[config.mk]
export PLATFORM = sky130hd
export DESIGN_NAME = temperature_alarm_hysteresis_relay_core
export DESIGN_NICKNAME = d
export VERILOG_FILES = /design/src/rtl/tahr_pkg.sv /design/src/rtl/tahr_cfg_regs.sv /design/src/rtl/tahr_alert_eval.sv /design/src/rtl/tahr_relay_ctrl.sv /design/src/rtl/temperature_alarm_hysteresis_relay_core.sv
export SDC_FILE = /design/constraint.sdc
export NUM_CORES = 1
export LEC_CHECK = 0
export BUFFER_PORTS_ARGS = -buffer_cell sky130_fd_sc_hd__buf_2
export CAP_MARGIN = 15
export CORE_AREA = 2 2 175 177
export DETAILED_ROUTE_END_ITERATION = 6
export DIE_AREA = 0 0 177 179
export PLACE_DENSITY = 0.71
export SETUP_SLACK_MARGIN = 0.5
export SLEW_MARGIN = 20
export SYNTH_ARGS = -nofsm -noshare
export SYNTH_HDL_FRONTEND = slang
export SYNTH_SLANG_ARGS = --single-unit
[constraint.sdc]
create_clock -name clk_i -period 9.6 [get_ports clk_i]
set_input_delay 1.44 -clock clk_i [delete_from_list [all_inputs] [get_ports clk_i]]
set_output_delay 1.44 -clock clk_i [all_outputs]
set_load 0.05 [all_outputs]
[src/rtl/tahr_pkg.sv]
// tahr_pkg: shared types and constants for the temperature alarm relay core
`timescale 1ns / 1ps

package tahr_pkg;

  // configuration register indexes
  typedef enum logic [2:0] {
    CFG_ALERT_METHOD  = 3'd0,
    CFG_LEVEL_ZERO    = 3'd1,
    CFG_LEVEL_ONE     = 3'd2,
    CFG_DIFF_LEVEL    = 3'd3,
    CFG_HYST_BAND     = 3'd4,
    CFG_IMPULSE_LEN   = 3'd5,
    CFG_SECOND_DELAY  = 3'd6
  } cfg_idx_e;

  typedef enum logic {
    METHOD_PER_SENSOR = 1'b0,
    METHOD_DIFFERENCE = 1'b1
  } alert_method_e;

  typedef enum logic {
    CMD_CHECK = 1'b0,
    CMD_TICK  = 1'b1
  } command_e;

  localparam int unsigned CfgIdxWidth = 3;
  localparam int unsigned CfgDataWidth = 24;
  localparam int unsigned TempWidth = 12;
  localparam int unsigned BandWidth = 10;
  localparam int unsigned ImpulseWidth = 16;
  localparam int unsigned DelayWidth = 24;
  // sums of a level and the band fit here with margin
  localparam int unsigned CmpWidth = 14;

  localparam logic [DelayWidth-1:0] DelayMax = {DelayWidth{1'b1}};

  localparam logic [TempWidth-1:0]    LevelReset     = 12'd480;
  localparam logic [TempWidth-1:0]    DiffLevelReset = 12'd160;
  localparam logic [BandWidth-1:0]    BandReset      = 10'd8;
  localparam logic [ImpulseWidth-1:0] ImpulseReset   = 16'd1000;

  typedef struct packed {
    alert_method_e            method;
    logic [TempWidth-1:0]     level_zero;
    logic [TempWidth-1:0]     level_one;
    logic [TempWidth-1:0]     diff_level;
    logic [BandWidth-1:0]     band;
    logic [ImpulseWidth-1:0]  impulse_len;
    logic [DelayWidth-1:0]    second_delay;
  } cfg_t;

  typedef struct packed {
    command_e              command;
    logic [TempWidth-1:0]  temp_zero;
    logic [TempWidth-1:0]  temp_one;
    logic [1:0]            sensor_count;
    logic                  fault_zero;
    logic                  fault_one;
    logic                  alarm_disable;
    logic                  impulse_mode;
  } item_t;

  typedef struct packed {
    logic alert;
    logic alert_changed;
    logic relay_on;
  } result_t;

endpackage

[src/rtl/tahr_cfg_regs.sv]
// tahr_cfg_regs: configuration register file written through the config channel
`timescale 1ns / 1ps

module tahr_cfg_regs (
  input  logic                                 clk_i,
  input  logic                                 rst_ni,
  input  logic                                 cfg_valid_i,
  input  logic [tahr_pkg::CfgIdxWidth-1:0]     cfg_index_i,
  input  logic [tahr_pkg::CfgDataWidth-1:0]    cfg_data_i,
  output tahr_pkg::cfg_t                       cfg_o
);

  tahr_pkg::cfg_t cfg_q, cfg_d;

  always_comb begin
    cfg_d = cfg_q;
    if (cfg_valid_i) begin
      unique case (tahr_pkg::cfg_idx_e'(cfg_index_i))
        tahr_pkg::CFG_ALERT_METHOD:
          cfg_d.method = tahr_pkg::alert_method_e'(cfg_data_i[0]);
        tahr_pkg::CFG_LEVEL_ZERO:   cfg_d.level_zero = cfg_data_i[tahr_pkg::TempWidth-1:0];
        tahr_pkg::CFG_LEVEL_ONE:    cfg_d.level_one = cfg_data_i[tahr_pkg::TempWidth-1:0];
        tahr_pkg::CFG_DIFF_LEVEL:   cfg_d.diff_level = cfg_data_i[tahr_pkg::TempWidth-1:0];
        tahr_pkg::CFG_HYST_BAND:    cfg_d.band = cfg_data_i[tahr_pkg::BandWidth-1:0];
        tahr_pkg::CFG_IMPULSE_LEN:
          cfg_d.impulse_len = cfg_data_i[tahr_pkg::ImpulseWidth-1:0];
        tahr_pkg::CFG_SECOND_DELAY:
          cfg_d.second_delay = cfg_data_i[tahr_pkg::DelayWidth-1:0];
        default: cfg_d = cfg_q;
      endcase
    end
  end

  always_ff @(posedge clk_i or negedge rst_ni) begin
    if (!rst_ni) begin
      cfg_q.method       <= tahr_pkg::METHOD_PER_SENSOR;
      cfg_q.level_zero   <= tahr_pkg::LevelReset;
      cfg_q.level_one    <= tahr_pkg::LevelReset;
      cfg_q.diff_level   <= tahr_pkg::DiffLevelReset;
      cfg_q.band         <= tahr_pkg::BandReset;
      cfg_q.impulse_len  <= tahr_pkg::ImpulseReset;
      cfg_q.second_delay <= '0;
    end else begin
      cfg_q <= cfg_d;
    end
  end

  assign cfg_o = cfg_q;

endmodule

[src/rtl/tahr_alert_eval.sv]
// tahr_alert_eval: hysteresis decision for one check transaction
`timescale 1ns / 1ps

module tahr_alert_eval (
  input  tahr_pkg::cfg_t   cfg_i,
  input  tahr_pkg::item_t  item_i,
  input  logic             alert_i,
  output logic             alert_next_o
);

  localparam int unsigned W = tahr_pkg::CmpWidth;

  logic signed [W-1:0] t0, t1, lvl0, lvl1, dlvl, band;
  logic signed [W-1:0] set0, clr0, set1, clr1, dset, dclr;
  logic signed [W-1:0] diff, diff_abs;
  logic                use0, use1, any_above, all_below, diff_ok;

  always_comb begin
    t0   = W'($signed(item_i.temp_zero));
    t1   = W'($signed(item_i.temp_one));
    lvl0 = W'($signed(cfg_i.level_zero));
    lvl1 = W'($signed(cfg_i.level_one));
    dlvl = $signed({{(W-tahr_pkg::TempWidth){1'b0}}, cfg_i.diff_level});
    band = $signed({{(W-tahr_pkg::BandWidth){1'b0}}, cfg_i.band});

    set0 = lvl0 + band;
    clr0 = lvl0 - band;
    set1 = lvl1 + band;
    clr1 = lvl1 - band;
    dset = dlvl + band;
    dclr = dlvl - band;

    // a count of three behaves as two
    use0 = (item_i.sensor_count != 2'd0) && !item_i.fault_zero;
    use1 = item_i.sensor_count[1] && !item_i.fault_one;

    any_above = (use0 && (t0 >= set0)) || (use1 && (t1 >= set1));
    all_below = !(use0 && (t0 >= clr0)) && !(use1 && (t1 >= clr1));

    diff     = t1 - t0;
    diff_abs = diff[W-1] ? -diff : diff;
    diff_ok  = item_i.sensor_count[1] && !item_i.fault_zero && !item_i.fault_one;

    alert_next_o = alert_i;
    if (item_i.alarm_disable) begin
      alert_next_o = 1'b0;
    end else if (cfg_i.method == tahr_pkg::METHOD_PER_SENSOR) begin
      if (any_above) begin
        alert_next_o = 1'b1;
      end else if (all_below) begin
        alert_next_o = 1'b0;
      end
    end else if (diff_ok) begin
      if (diff_abs >= dset) begin
        alert_next_o = 1'b1;
      end else if (diff_abs <= dclr) begin
        alert_next_o = 1'b0;
      end
    end
  end

endmodule

[src/rtl/tahr_relay_ctrl.sv]
// tahr_relay_ctrl: alert flag, relay level and impulse timers
`timescale 1ns / 1ps

module tahr_relay_ctrl (
  input  logic              clk_i,
  input  logic              rst_ni,
  input  logic              step_i,
  input  tahr_pkg::cfg_t    cfg_i,
  input  tahr_pkg::item_t   item_i,
  input  logic              alert_next_i,
  output logic              alert_o,
  output tahr_pkg::result_t result_o
);

  logic                                alert_q, alert_d;
  logic                                relay_q, relay_d;
  logic [tahr_pkg::ImpulseWidth-1:0]   imp_q, imp_d, imp_len;
  logic [tahr_pkg::DelayWidth-1:0]     sec_q, sec_d, sec_load;
  logic                                changed;

  always_comb begin
    imp_len  = (cfg_i.impulse_len == '0) ? tahr_pkg::ImpulseWidth'(1) : cfg_i.impulse_len;
    sec_load = (cfg_i.second_delay == tahr_pkg::DelayMax) ? tahr_pkg::DelayMax
                                                           : cfg_i.second_delay + 1'b1;
    alert_d = alert_q;
    relay_d = relay_q;
    imp_d   = imp_q;
    sec_d   = sec_q;
    changed = 1'b0;

    if (item_i.command == tahr_pkg::CMD_TICK) begin
      if (imp_q != '0) begin
        imp_d = imp_q - 1'b1;
        if (imp_q == tahr_pkg::ImpulseWidth'(1)) begin
          relay_d = 1'b0;
        end
      end
      if (sec_q != '0) begin
        sec_d = sec_q - 1'b1;
        if (sec_q == tahr_pkg::DelayWidth'(1)) begin
          relay_d = 1'b1;
          imp_d   = imp_len;
        end
      end
    end else if (alert_next_i != alert_q) begin
      alert_d = alert_next_i;
      changed = 1'b1;
      if (item_i.impulse_mode) begin
        relay_d = 1'b1;
        imp_d   = imp_len;
        if (alert_next_i && (cfg_i.second_delay != '0)) begin
          sec_d = sec_load;
        end
      end else begin
        relay_d = alert_next_i;
        imp_d   = '0;
      end
    end
  end

  always_ff @(posedge clk_i or negedge rst_ni) begin
    if (!rst_ni) begin
      alert_q <= 1'b0;
      relay_q <= 1'b0;
      imp_q   <= '0;
      sec_q   <= '0;
    end else if (step_i) begin
      alert_q <= alert_d;
      relay_q <= relay_d;
      imp_q   <= imp_d;
      sec_q   <= sec_d;
    end
  end

  assign alert_o                = alert_q;
  assign result_o.alert         = alert_d;
  assign result_o.alert_changed = changed;
  assign result_o.relay_on      = relay_d;

endmodule

[src/rtl/temperature_alarm_hysteresis_relay_core.sv]
// temperature_alarm_hysteresis_relay_core: top level of the hysteresis alarm relay
`timescale 1ns / 1ps

// channel   direction  handshake                   payload
// input     in         in_valid_i / in_stall_o     command, temps, count, faults, jumpers
// output    out        out_valid_o / out_stall_i   alert, alert_changed, relay_on
// config    in         cfg_valid_i / cfg_ready_o   cfg_index_i, cfg_data_i
//
// one transaction per cycle sustained while the output is not stalled; a result
// passes through the input register, then the result register
// rst_ni clears the config to its defaults, the alert, relay and both timers
// a stalled output holds its result; the input register still drains into the
// result register as soon as the consumer takes the waiting transaction

module temperature_alarm_hysteresis_relay_core (
  input  logic                                     clk_i,
  input  logic                                     rst_ni,
  // input channel
  input  logic                                     in_valid_i,
  output logic                                     in_stall_o,
  input  logic                                     command_i,
  input  logic signed [tahr_pkg::TempWidth-1:0]    temp_zero_i,
  input  logic signed [tahr_pkg::TempWidth-1:0]    temp_one_i,
  input  logic [1:0]                               sensor_count_i,
  input  logic                                     fault_zero_i,
  input  logic                                     fault_one_i,
  input  logic                                     alarm_disable_i,
  input  logic                                     impulse_mode_i,
  // output channel
  output logic                                     out_valid_o,
  input  logic                                     out_stall_i,
  output logic                                     alert_o,
  output logic                                     alert_changed_o,
  output logic                                     relay_on_o,
  // configuration write channel
  input  logic                                     cfg_valid_i,
  output logic                                     cfg_ready_o,
  input  logic [tahr_pkg::CfgIdxWidth-1:0]         cfg_index_i,
  input  logic [tahr_pkg::CfgDataWidth-1:0]        cfg_data_i
);

  tahr_pkg::cfg_t    cfg;
  tahr_pkg::item_t   item_q, item_d;
  tahr_pkg::result_t res_q, res_next;
  logic              in_valid_q;
  logic              out_valid_q;
  logic              step;      // input register hands its transaction on
  logic              in_take;
  logic              alert_cur;
  logic              alert_next;

  // config is always taken; writes are only expected while the block is idle
  assign cfg_ready_o = 1'b1;

  tahr_cfg_regs u_cfg (
    .clk_i       (clk_i),
    .rst_ni      (rst_ni),
    .cfg_valid_i (cfg_valid_i),
    .cfg_index_i (cfg_index_i),
    .cfg_data_i  (cfg_data_i),
    .cfg_o       (cfg)
  );

  // result register free, or being emptied this cycle
  assign step       = in_valid_q && (!out_valid_q || !out_stall_i);
  assign in_stall_o = in_valid_q && !step;
  assign in_take    = in_valid_i && !in_stall_o;

  always_comb begin
    item_d.command       = tahr_pkg::command_e'(command_i);
    item_d.temp_zero     = temp_zero_i;
    item_d.temp_one      = temp_one_i;
    item_d.sensor_count  = sensor_count_i;
    item_d.fault_zero    = fault_zero_i;
    item_d.fault_one     = fault_one_i;
    item_d.alarm_disable = alarm_disable_i;
    item_d.impulse_mode  = impulse_mode_i;
  end

  // input register
  always_ff @(posedge clk_i or negedge rst_ni) begin
    if (!rst_ni) begin
      in_valid_q <= 1'b0;
    end else if (in_take) begin
      in_valid_q <= 1'b1;
    end else if (step) begin
      in_valid_q <= 1'b0;
    end
  end

  always_ff @(posedge clk_i) begin
    if (in_take) begin
      item_q <= item_d;
    end
  end

  // hysteresis decision against the current alert
  tahr_alert_eval u_eval (
    .cfg_i        (cfg),
    .item_i       (item_q),
    .alert_i      (alert_cur),
    .alert_next_o (alert_next)
  );

  // alert flag, relay and the millisecond timers update on each step
  tahr_relay_ctrl u_relay (
    .clk_i        (clk_i),
    .rst_ni       (rst_ni),
    .step_i       (step),
    .cfg_i        (cfg),
    .item_i       (item_q),
    .alert_next_i (alert_next),
    .alert_o      (alert_cur),
    .result_o     (res_next)
  );

  // result register
  always_ff @(posedge clk_i or negedge rst_ni) begin
    if (!rst_ni) begin
      out_valid_q <= 1'b0;
    end else if (step) begin
      out_valid_q <= 1'b1;
    end else if (!out_stall_i) begin
      out_valid_q <= 1'b0;
    end
  end

  always_ff @(posedge clk_i) begin
    if (step) begin
      res_q <= res_next;
    end
  end

  assign out_valid_o     = out_valid_q;
  assign alert_o         = res_q.alert;
  assign alert_changed_o = res_q.alert_changed;
  assign relay_on_o      = res_q.relay_on;

endmodule

==> reports/summary.json, run 1 <==
{
  "outcome": {
    "outcome": "completed"
  },
  "critical_path": {
    "crit_path_top_cell_by_count": "o21ai_0",
    "critPathTopFamily": "compound AO/OA/AOI/OAI gates",
    "cp_data_required_time_ns": 9.93,
    "cpPeakStageDelay_ns": 0.58,
    "critical_path.cell_chain": "inv_1 > ha_1 > nor2b_1 > o21ai_0 > a21oi_1 > o21ai_0 > a21boi_0 > o21ai_0 > a21oi_1 > o21ai_0 > nand2b_1 > a211oi_1 > xnor2_1 > ha_1 > nor2_1 > nand3_1 > a2111oi_0 > a21oi_1 > o31ai_1 > nand2_1 > a31oi_4 > buf_4 > o22ai_1 > a211o_1",
    "setup.worst_path.start_class": "register",
    "cp_bufs_invs": 2,
    "worst_path_max_delay_cell": "o31ai_1",
    "crit_cells": 24,
    "worst-r2r-setup-slack_ns": 3.57,
    "worst-r2r-cell-count": 24,
    "criticalPathCategory": "reg -> reg",
    "r2r-start": "u_cfg.cfg_o[41]",
    "crit_path_arrival_time_ns": 6.36,
    "timing.critical_path.to_type": "register",
    "crit_fanout": 48,
    "reg2reg_end": "u_relay.sec_q[23]"
  },
  "final_layout": {
    "antennaDiodeCount": 0,
    "area.growth.synth_to_final_pct": 9.97,
    "fin_nets": 1723,
    "layout-drive-gt1-share_pct": 14.8,
    "final_area_um2": 14500,
    "fillerInstances": 2776
  },
  "route": {
    "via_count": 10913,
    "post_drt_via_cell_ratio": 5.73,
    "drt.antenna.violating_nets": 0,
    "drcViolationCount": 0,
    "drt-total-wl_um": 34700,
    "detail_route.wl_per_cell_um": 18.2,
    "drtPass1Iterations": 5,
    "detailedRoute.firstIterationViolations": 886
  },
  "logic_synthesis": {
    "synth_edf_count": 34,
    "ys_seq_area_share_pct": 32.7,
    "synth.yosys.warnings": 0,
    "synth-async-reset-ratio_pct": 79.4,
    "yosysUniqueCellTypes": 81,
    "synth_compound_area_share_pct": 17.2,
    "mapped_nets": 1672,
    "synth.cell_area_um2": 13200,
    "share_of_synthesized_cell_area_in_full_adder_half_adder_and_majority_cells_pct": 15.9,
    "synth_xor_xnor_area_share_pct": 6.49,
    "dominantRegCellSynth": "dfrtp_1",
    "yosys.area_share.simple_pct": 16.2,
    "synth_top_family_by_area": "compound AO/OA/AOI/OAI gates",
    "post_synth.cell_area_avg_um2": 9.15,
    "synth_seq_cells": 165,
    "yosys-mux-area-fraction_pct": 6.87,
    "syn_inst": 1445
  },
  "grt": {
    "total_overflow_reported_by_the_global_router": 0,
    "gr-usage-met3_pct": 3.92,
    "initial_antenna_violation_count": 0,
    "pin_count_of_the_biggest_net_entering_global_routing": 76,
    "use_met2_pct": 37.3,
    "groute.usage.overall_pct": 22.4,
    "grt_pass1_vias": 10605,
    "use_met1_pct": 28.8,
    "global_route.peak_usage_layer": "met2",
    "grt_first_pass_wirelength_um": 55300
  },
  "clocking": {
    "clk_pin_slew_worst_paths_ns": 0.07,
    "cts_inserted_buffers": 17,
    "clk_latency_ns": 0.45,
    "clock-sinks": 165,
    "post_cts_hold_buffers": 0,
    "clock_tree.htree_level_count": 4,
    "tritoncts": "built",
    "clk_path_buf_depth": 2,
    "post_cts_resize_count": 0,
    "ctsRootBufferMaster": "clkbuf_16",
    "cts_setup_buffers": 0
  },
  "floorplanning": {
    "rows": 64,
    "die_w_um": 177,
    "io_pins": 69,
    "die_area_um2": 31700,
    "die_h_um": 179,
    "core_region_area_um2": 30000,
    "start_util_pct": 44.0
  },
  "hold_path": {
    "min_from": "in_valid_q",
    "min-delay-path-class": "reg -> reg",
    "min_to": "out_valid_o",
    "whs_path_depth": 1
  },
  "timing": {
    "slew_viols_final": 0,
    "rsz0062_at_grt": "no",
    "maxSlewHeadroom_pct": 22.9,
    "fin_crit_ns": 6.03,
    "fmax_ghz": 0.166,
    "worst_slew_pin_slew_ns": 1.15,
    "timing.final.hold_violations": 0,
    "endpoints_failing_setup": 0,
    "post-route-period-util_pct": 62.8,
    "fin_worst_skew_ns": 0.00956,
    "setup_tns_ns": 0
  },
  "placement": {
    "routabilityCongestion": 0.924,
    "placedInstanceArea_um2": 13900,
    "placement.io_buffers": 67,
    "hpwl_um": 26300
  },
  "flow_run": {
    "cap_viol_max_count": 0
  },
  "power_and_ir_drop": {
    "worst_voltage_drop_across_the_vdd_grid_mv": 0.164,
    "p_leak_uw": 0.00623,
    "power-per-cell-area_nw_per_um2": 251
  }
}
==> logic make-up after synthesis <==
kind of cell             count (synthesis)
adder cells (fa/ha/maj)                164
AND/OR/NAND/NOR                        433
AO/OA/AOI/OAI                          352
XOR/XNOR                                98
other                                    2
multiplexers                            81
buffers and inverters                  150
flip-flops                             165
==> where the power goes <==
part           total [uW]  switching [uW]  internal, uW
Combinational        1810            1010           803
Sequential           1130             228           897
Clock                 707             329           378
Total                3640            1570          2080
==> sequential cells by signal (all words and copies together), names as in the netlist <==
| name | count |
|---|---|
| relay_on_o | 1 |
| in_valid_q | 1 |
| item_q | 31 |
| u_relay.imp_q | 16 |
| out_valid_o | 1 |
| alert_changed_o | 1 |
| u_cfg.cfg_o | 87 |
| u_relay.alert_o | 1 |
| u_relay.sec_q | 24 |
| alert_o | 1 |
| u_relay.relay_q | 1 |
==> cell type report <==
class | instances | area (um^2) | share of cell area, %
Timing Repair Buffer | 75 | 402 | 2.76
Clock buffer | 18 | 439 | 3.02
Inverter | 107 | 402 | 2.76
Multi-Input combinational cell | 1130 | 8320 | 57.2
Tap cell | 396 | 495 | 3.41
Clock inverter | 14 | 160 | 1.10
Sequential cell | 165 | 4320 | 29.7
==> cells in the final DEF, fill, tap and decap left out, types with 16 or more instances in the layout <==
master,n
ha_1,157
nor2_1,121
dfrtp_1,114
a21oi_1,108
inv_1,107
nand2_1,100
o21ai_0,84
mux2_2,74
xnor2_1,67
buf_2,66
nand3_1,42
edfxtp_1,34
xor2_1,31
nand2b_1,29
nor3_1,28
nor4_1,22
a31oi_1,17
nand4_1,17
clkbuf_16,17
dfstp_2,17
o211ai_1,16
==> per-layer routing <==
metal,wire (um),part of all wire (%)
met5,0,0
met4,1150,3.3
met3,1790,5.1
met2,16300,47
met1,15400,45
==> how the worst max path moves through the flow <==
stage | from | slack, ns | to
3_5_place_dp | u_cfg.cfg_o[41] | 3.73 | u_relay.sec_q[23]
5_1_grt | u_cfg.cfg_o[41] | 3.01 | u_relay.sec_q[23]
2_1_floorplan | u_cfg.cfg_o[41] | 4.96 | u_relay.imp_q[4]
4_1_cts | u_cfg.cfg_o[41] | 3.65 | u_relay.sec_q[23]
6_report | u_cfg.cfg_o[41] | 3.57 | u_relay.sec_q[23]
3_3_place_gp | u_cfg.cfg_o[41] | 3.86 | u_relay.sec_q[23]
==> synth_stat cells, types with 12 or more instances <==
| master | instances | area share [%] |
|---|---|---|
| o21ai_0 | 84 | 3.2 |
| clkbuf_1 | 31 | 0.88 |
| nand2_1 | 100 | 2.8 |
| a21o_1 | 12 | 0.68 |
| nor4_1 | 22 | 1.0 |
| mux2_2 | 74 | 6.3 |
| nand4_1 | 17 | 0.80 |
| o21a_1 | 12 | 0.68 |
| nor2_1 | 121 | 3.4 |
| o211ai_1 | 16 | 0.91 |
| o22a_1 | 12 | 0.79 |
| nand2b_1 | 29 | 1.4 |
| nand3b_1 | 12 | 0.68 |
| ha_1 | 157 | 15 |
| nor3_1 | 29 | 1.1 |
| nand3_1 | 42 | 1.6 |
| inv_1 | 107 | 3.0 |
| a31oi_1 | 17 | 0.80 |
| dfstp_2 | 17 | 3.4 |
| xnor2_1 | 67 | 4.4 |
| edfxtp_1 | 34 | 7.7 |
| a21oi_1 | 108 | 4.1 |
| xor2_1 | 31 | 2.1 |
| dfrtp_1 | 114 | 22 |
==> stage by stage <==
step           worst slack [ns]  hold slack [ns]  util, %  power, uW  instances
2_1_floorplan              4.96            0.456        -       2460       1445
3_3_place_gp               3.86            0.469     46.4       2860       1873
6_report                   3.57            0.499     48.4       3640       1905
4_1_cts                    3.65            0.503     48.4       3640       1905
5_1_grt                    3.01            0.531     48.4       3950       1905
3_5_place_dp               3.73            0.495     46.4       2920       1873
No activity file was read; power rests on OpenSTA's default activity.
==> run 2, diff against run 1 <==
ABC_AREA = 1   (was unset)
CORE_AREA = 2 2 177 179   (was 2 2 175 177)
DIE_AREA = 0 0 179 181   (was 0 0 177 179)
clock period = 5.9 ns   (was 9.6 ns; I/O delays follow)
==> reports/summary.json, run 2 <==
{
  "outcome": {
    "outcome": "completed"
  },
  "critical_path": {
    "critPathTopFamily": "compound AO/OA/AOI/OAI gates",
    "crit_path_start": "u_cfg.cfg_o[42]",
    "cp_data_required_time_ns": 6.28,
    "worst-r2r-setup-slack_ns": 0.71,
    "criticalPathCategory": "reg -> reg",
    "crit_fanout": 12,
    "cpPeakStageDelay_ns": 0.45,
    "setup.worst_path.start_class": "register",
    "worst_path_max_delay_cell": "dfrtp_2",
    "r2r-start": "u_cfg.cfg_o[42]",
    "crit_path_arrival_time_ns": 5.57,
    "timing.critical_path.to_type": "register",
    "cp_bufs_invs": 3,
    "worst-r2r-cell-count": 31,
    "crit_path_top_cell_by_count": "nand2_1",
    "reg2reg_end": "u_relay.sec_q[7]"
  },
  "logic_synthesis": {
    "synth.cells.most_frequent": "377 x nand2_1, 247 x inv_1, 157 x ha_1",
    "synth_top_area_share_pct": 21.2,
    "synth.cell_area_um2": 13500,
    "dominantRegCellSynth": "dfrtp_1",
    "post_synth.cell_area_avg_um2": 7.72,
    "mapped_nets": 1973,
    "yosys.cell_count.top_type": "nand2_1",
    "ys_seq_area_share_pct": 32.1,
    "synth.yosys.warnings": 0,
    "netlist_top_cells_area": "dfrtp_1 21%, ha_1 15%, nand2_1 10%",
    "syn_inst": 1746,
    "synth_edf_count": 34,
    "synthDominantAreaCellType": "dfrtp_1",
    "synth-async-reset-ratio_pct": 79.4,
    "synth_seq_cells": 165,
    "yosysUniqueCellTypes": 57
  },
  "grt": {
    "pin_count_of_the_biggest_net_entering_global_routing": 67,
    "groute.usage.overall_pct": 21.8,
    "total_overflow_reported_by_the_global_router": 0,
    "grt_first_pass_wirelength_um": 56100,
    "initial_antenna_violation_count": 1,
    "grt_pass1_vias": 11313
  },
  "timing": {
    "post-route-period-util_pct": 88.0,
    "fin_worst_skew_ns": 0.0154,
    "maxSlewHeadroom_pct": 34.0,
    "worst_slew_pin_slew_ns": 0.988,
    "fmax_ghz": 0.193,
    "timing.final.hold_violations": 0,
    "slew_viols_final": 0,
    "rsz0062_at_grt": "no",
    "endpoints_failing_setup": 0,
    "fin_crit_ns": 5.19,
    "worst_hold_slack_ns": 0.417,
    "setup_tns_ns": 0
  },
  "clocking": {
    "post_cts_hold_buffers": 0,
    "tritoncts": "built",
    "cts_inserted_buffers": 17,
    "clock_tree.htree_level_count": 4,
    "ctsRootBufferMaster": "clkbuf_16",
    "clk_path_buf_depth": 2,
    "clock-sinks": 165,
    "clk_latency_ns": 0.44,
    "clk_pin_slew_worst_paths_ns": 0.07
  },
  "flow_run": {
    "cap_viol_max_count": 0
  },
  "floorplanning": {
    "die_h_um": 181,
    "io_pins": 69,
    "die_w_um": 179,
    "die_area_um2": 32400,
    "core_region_area_um2": 30300,
    "start_util_pct": 44.4,
    "rows": 64
  },
  "route": {
    "detail_route.wl_per_cell_um": 16.0,
    "drcViolationCount": 0,
    "via_count": 11945,
    "detailedRoute.firstIterationViolations": 783,
    "drtPass1Iterations": 5,
    "drt.antenna.violating_nets": 0,
    "post_drt_via_cell_ratio": 5.38,
    "drt-total-wl_um": 35600
  },
  "final_layout": {
    "area.growth.synth_to_final_pct": 10.7,
    "layout_commonest_cell": "nand2_1",
    "most-common-layout-cells": "377 x nand2_1, 246 x inv_1, 155 x ha_1",
    "fin_util_pct": 49.2,
    "largest_reg_flops": 87,
    "layout-drive-gt1-share_pct": 11.3,
    "fin_nets": 2040,
    "antennaDiodeCount": 0,
    "fillerInstances": 2816,
    "layoutNonFillerInstCount": 2222
  },
  "power_and_ir_drop": {
    "worst_voltage_drop_across_the_vdd_grid_mv": 0.193,
    "p_total_uw": 5880,
    "power-per-cell-area_nw_per_um2": 394,
    "p_leak_uw": 0.00742
  },
  "placement": {
    "dp_cells": 2177,
    "placement.io_buffers": 67,
    "routabilityCongestion": 0.935,
    "hpwl_um": 26800
  },
  "hold_path": {
    "min-delay-path-class": "in -> async"
  }
}
run 2: cell count changes after synthesis, sizes merged, moves of 16 or more:
cell,change
nand2,+291
inv,+148
mux2,-71
o21ai,+56
xor2,+50
nand3,+48
xnor2,-46
nand2b,-29
a22oi,+16
run 2: report_power, final:
group	switching, uW	total, uW	internal [uW]
combinational	1870	3040	1180
sequential	328	1770	1440
clock	515	1070	551
total	2710	5880	3170
run 2: worst max path at each step:
stage / to / cells after the start
after detailed placement: u_relay.sec_q[10] / 30
after global placement: u_relay.sec_q[1] / 30
final: u_relay.sec_q[7] / 31
after floorplan: u_relay.sec_q[18] / 31
after CTS: u_relay.sec_q[16] / 30
after global routing: u_relay.sec_q[21] / 30
run 2: per-stage QoR:
stage | cell area (um^2) | setup WS (ns)
floorplan | 13500 | 1.47
global placement | 14200 | 0.668
detailed placement | 14200 | 0.492
CTS | 14700 | 0.579
global route | 14900 | 0.479
finish | 14900 | 0.710
run 2: layer usage:
metal / wire (um) / part of all wire, % / global-route usage (%)
met1: 15600 / 44 / 28.4
met2: 16800 / 47 / 36.0
met3: 2290 / 6.4 / 4.52
met4: 971 / 2.7 / 7.32
met5: 26 / 0.073 / 0
run 2: logic make-up after synthesis:
group | after synthesis | share of synthesized area, %
adders and majority gates | 164 | 15.6
AOI/OAI and AO/OA | 340 | 14.9
and+or+nand+nor | 676 | 21.8
xor gates and xnor gates | 102 | 6.63
muxes | 4 | 0.334
buffers and inverters | 293 | 8.61
DFF | 165 | 32.1
other | 2 | 0.0557
run 2: layout make-up:
class	instances	area (um^2)	area share, %
inverters	255	961	6.44
multi-input cells	1290	8120	54.4
flip-flops and latches	165	4320	29.0
repair buffers	84	469	3.14
clock buffers	18	429	2.88
clock inverters	14	119	0.797
well taps	396	495	3.32
run 2: what timing repair did:
| action | CTS | global route |
|---|---|---|
| cloned | 0 | 2 |
| setup endpoints to repair | 24 | 41 |
| setup buffers | 0 | 11 |
| pin swaps | 0 | 2 |
| resized for setup | 1 | 21 |
| endpoints found under the hold margin | 0 | 0 |
==> run 3, diff against run 2 <==
--- a/config.mk
+++ b/config.mk
@@ -15,3 +15,3 @@
 export SETUP_SLACK_MARGIN = 0.5
-export SLEW_MARGIN = 20
+export SLEW_MARGIN = 40
 export SYNTH_ARGS = -nofsm -noshare
--- a/constraint.sdc
+++ b/constraint.sdc
@@ -3,2 +3,2 @@
 set_output_delay 0.885 -clock clk_i [all_outputs]
-set_load 0.05 [all_outputs]
+set_load 0.005 [all_outputs]
==> reports/summary.json, run 3 (synthesized netlist as in run 2, its figures left out) <==
{
  "outcome": {
    "outcome": "completed"
  },
  "power_and_ir_drop": {
    "pwr-share-comb_pct": 51.4,
    "netSwitchingFraction_pct": 45.9,
    "worst_voltage_drop_across_the_vdd_grid_mv": 0.215,
    "power-per-cell-area_nw_per_um2": 392,
    "clock_power_share_pct": 18.3,
    "power_report.internal_total_uw": 3160,
    "share_seq_of_total_power_pct": 30.3,
    "p_leak_uw": 0.00738,
    "power.net_switching_uw": 2680
  },
  "floorplanning": {
    "die_area_um2": 32400,
    "start_util_pct": 44.4,
    "core_region_area_um2": 30300,
    "io_pins": 69,
    "die_w_um": 179,
    "die_h_um": 181,
    "rows": 64
  },
  "hold_path": {
    "min-delay-path-class": "in -> async"
  },
  "route": {
    "detail_route.wl_per_cell_um": 16.0,
    "drt.antenna.violating_nets": 0,
    "post_drt_via_cell_ratio": 5.36,
    "drt-total-wl_um": 35500,
    "detailedRoute.firstIterationViolations": 936,
    "via_count": 11873,
    "drcViolationCount": 0,
    "drtPass1Iterations": 5
  },
  "final_layout": {
    "fin_util_pct": 49.0,
    "antennaDiodeCount": 0,
    "largest_reg_flops": 87,
    "most-common-layout-cells": "376 x nand2_1, 245 x inv_1, 156 x ha_1",
    "fin_nets": 2034,
    "area.growth.synth_to_final_pct": 10.4,
    "layout-drive-gt1-share_pct": 10.9,
    "layout_commonest_cell": "nand2_1"
  },
  "clocking": {
    "clock_tree.htree_level_count": 4,
    "clock-sinks": 165,
    "clk_path_buf_depth": 2,
    "ctsRootBufferMaster": "clkbuf_16",
    "clk_pin_slew_worst_paths_ns": 0.07,
    "post_cts_hold_buffers": 0,
    "cts_inserted_buffers": 17,
    "clk_latency_ns": 0.44,
    "tritoncts": "built"
  },
  "grt": {
    "initial_antenna_violation_count": 0,
    "grt_pass1_vias": 11201,
    "pin_count_of_the_biggest_net_entering_global_routing": 67,
    "total_overflow_reported_by_the_global_router": 0,
    "groute.usage.overall_pct": 21.9,
    "grt_first_pass_wirelength_um": 56200
  },
  "timing": {
    "worst_hold_slack_ns": 0.415,
    "setup_tns_ns": 0,
    "slew_viols_final": 0,
    "fmax_ghz": 0.196,
    "post-route-period-util_pct": 86.6,
    "rsz0062_at_grt": "no",
    "fin_worst_skew_ns": 0.0122,
    "maxSlewHeadroom_pct": 33.2,
    "worst_slew_pin_slew_ns": 0.991,
    "fin_crit_ns": 5.11,
    "timing.final.hold_violations": 0,
    "endpoints_failing_setup": 0
  },
  "critical_path": {
    "worst-r2r-cell-count": 31,
    "worst_path_max_delay_cell": "dfrtp_2",
    "crit_path_arrival_time_ns": 5.44,
    "criticalPathCategory": "reg -> reg",
    "r2r-start": "u_cfg.cfg_o[42]",
    "cp_data_required_time_ns": 6.23,
    "reg2reg_end": "u_relay.sec_q[15]",
    "setup.worst_path.start_class": "register",
    "timing.critical_path.to_type": "register",
    "worst-r2r-setup-slack_ns": 0.79,
    "cpPeakStageDelay_ns": 0.45,
    "crit_fanout": 24,
    "crit_path_top_cell_by_count": "nand2_1"
  },
  "flow_run": {
    "cap_viol_max_count": 0
  },
  "placement": {
    "placement.io_buffers": 67,
    "hpwl_um": 26900,
    "routabilityCongestion": 0.935
  }
}
run 3: area by class of cell:
| cell class | instances | area (um^2) |
|---|---|---|
| clock buffers | 19 | 433 |
| clock inverters | 13 | 116 |
| fillers | 2818 | 15500 |
| inverters | 255 | 963 |
| multi-input cells | 1289 | 8100 |
| flip-flops and latches | 165 | 4320 |
| well taps | 396 | 495 |
| repair buffers | 79 | 448 |
run 3: through the flow:
stage	cell area, um^2	power (uW)	cells	setup WS, ns
floorplan	13500	3950	1746	1.47
global placement	14200	4590	2177	0.668
detailed placement	14200	4700	2177	0.482
CTS	14700	5780	2209	0.557
global route	14900	6340	2216	0.498
finish	14900	5830	2216	0.791
run 3: worst max-delay path by stage:
stage,startpoint,endpoint,cells after the start
floorplan,u_cfg.cfg_o[41],u_relay.sec_q[18],31
global placement,u_cfg.cfg_o[41],u_relay.sec_q[1],30
detailed placement,u_cfg.cfg_o[41],u_relay.sec_q[21],30
CTS,u_cfg.cfg_o[41],u_relay.sec_q[21],31
global route,u_cfg.cfg_o[42],u_relay.sec_q[19],31
finish,u_cfg.cfg_o[42],u_relay.sec_q[15],31
run 3: what timing repair did:
item                       CTS  global route
gates resized for setup      1            16
setup buffers                0             6
setup endpoints to repair   24            44
pin swaps                    0             2
gates cloned                 0             1
run 3: critical path, delay by kind of cell, from the launching register on:
kind | cells | cell delay [ns]
buf+inv | 2 | 0.32
flops | 1 | 0.45
compound gates | 10 | 1.71
xor+xnor | 1 | 0.09
simple gates | 16 | 1.79
fa+ha+maj | 2 | 0.65
run 3: power groups by stage:
stage | Clock [uW] | Sequential [uW] | Combinational [uW]
global route | 1130 | 1800 | 3410
finish | 1070 | 1770 | 3000
global placement | 0 | 1770 | 2820
CTS | 1080 | 1760 | 2940
detailed placement | 0 | 1780 | 2920
floorplan | 0 | 1670 | 2280
run 3: metal layers:
layer	track usage (%)	part of all wire [%]	vias to the layer above
met3	3.94	5.8	56
met1	29.2	44	5552
li1	-	-	5925
met5	0	0	-
met4	6.34	2.2	0
met2	36.3	48	340
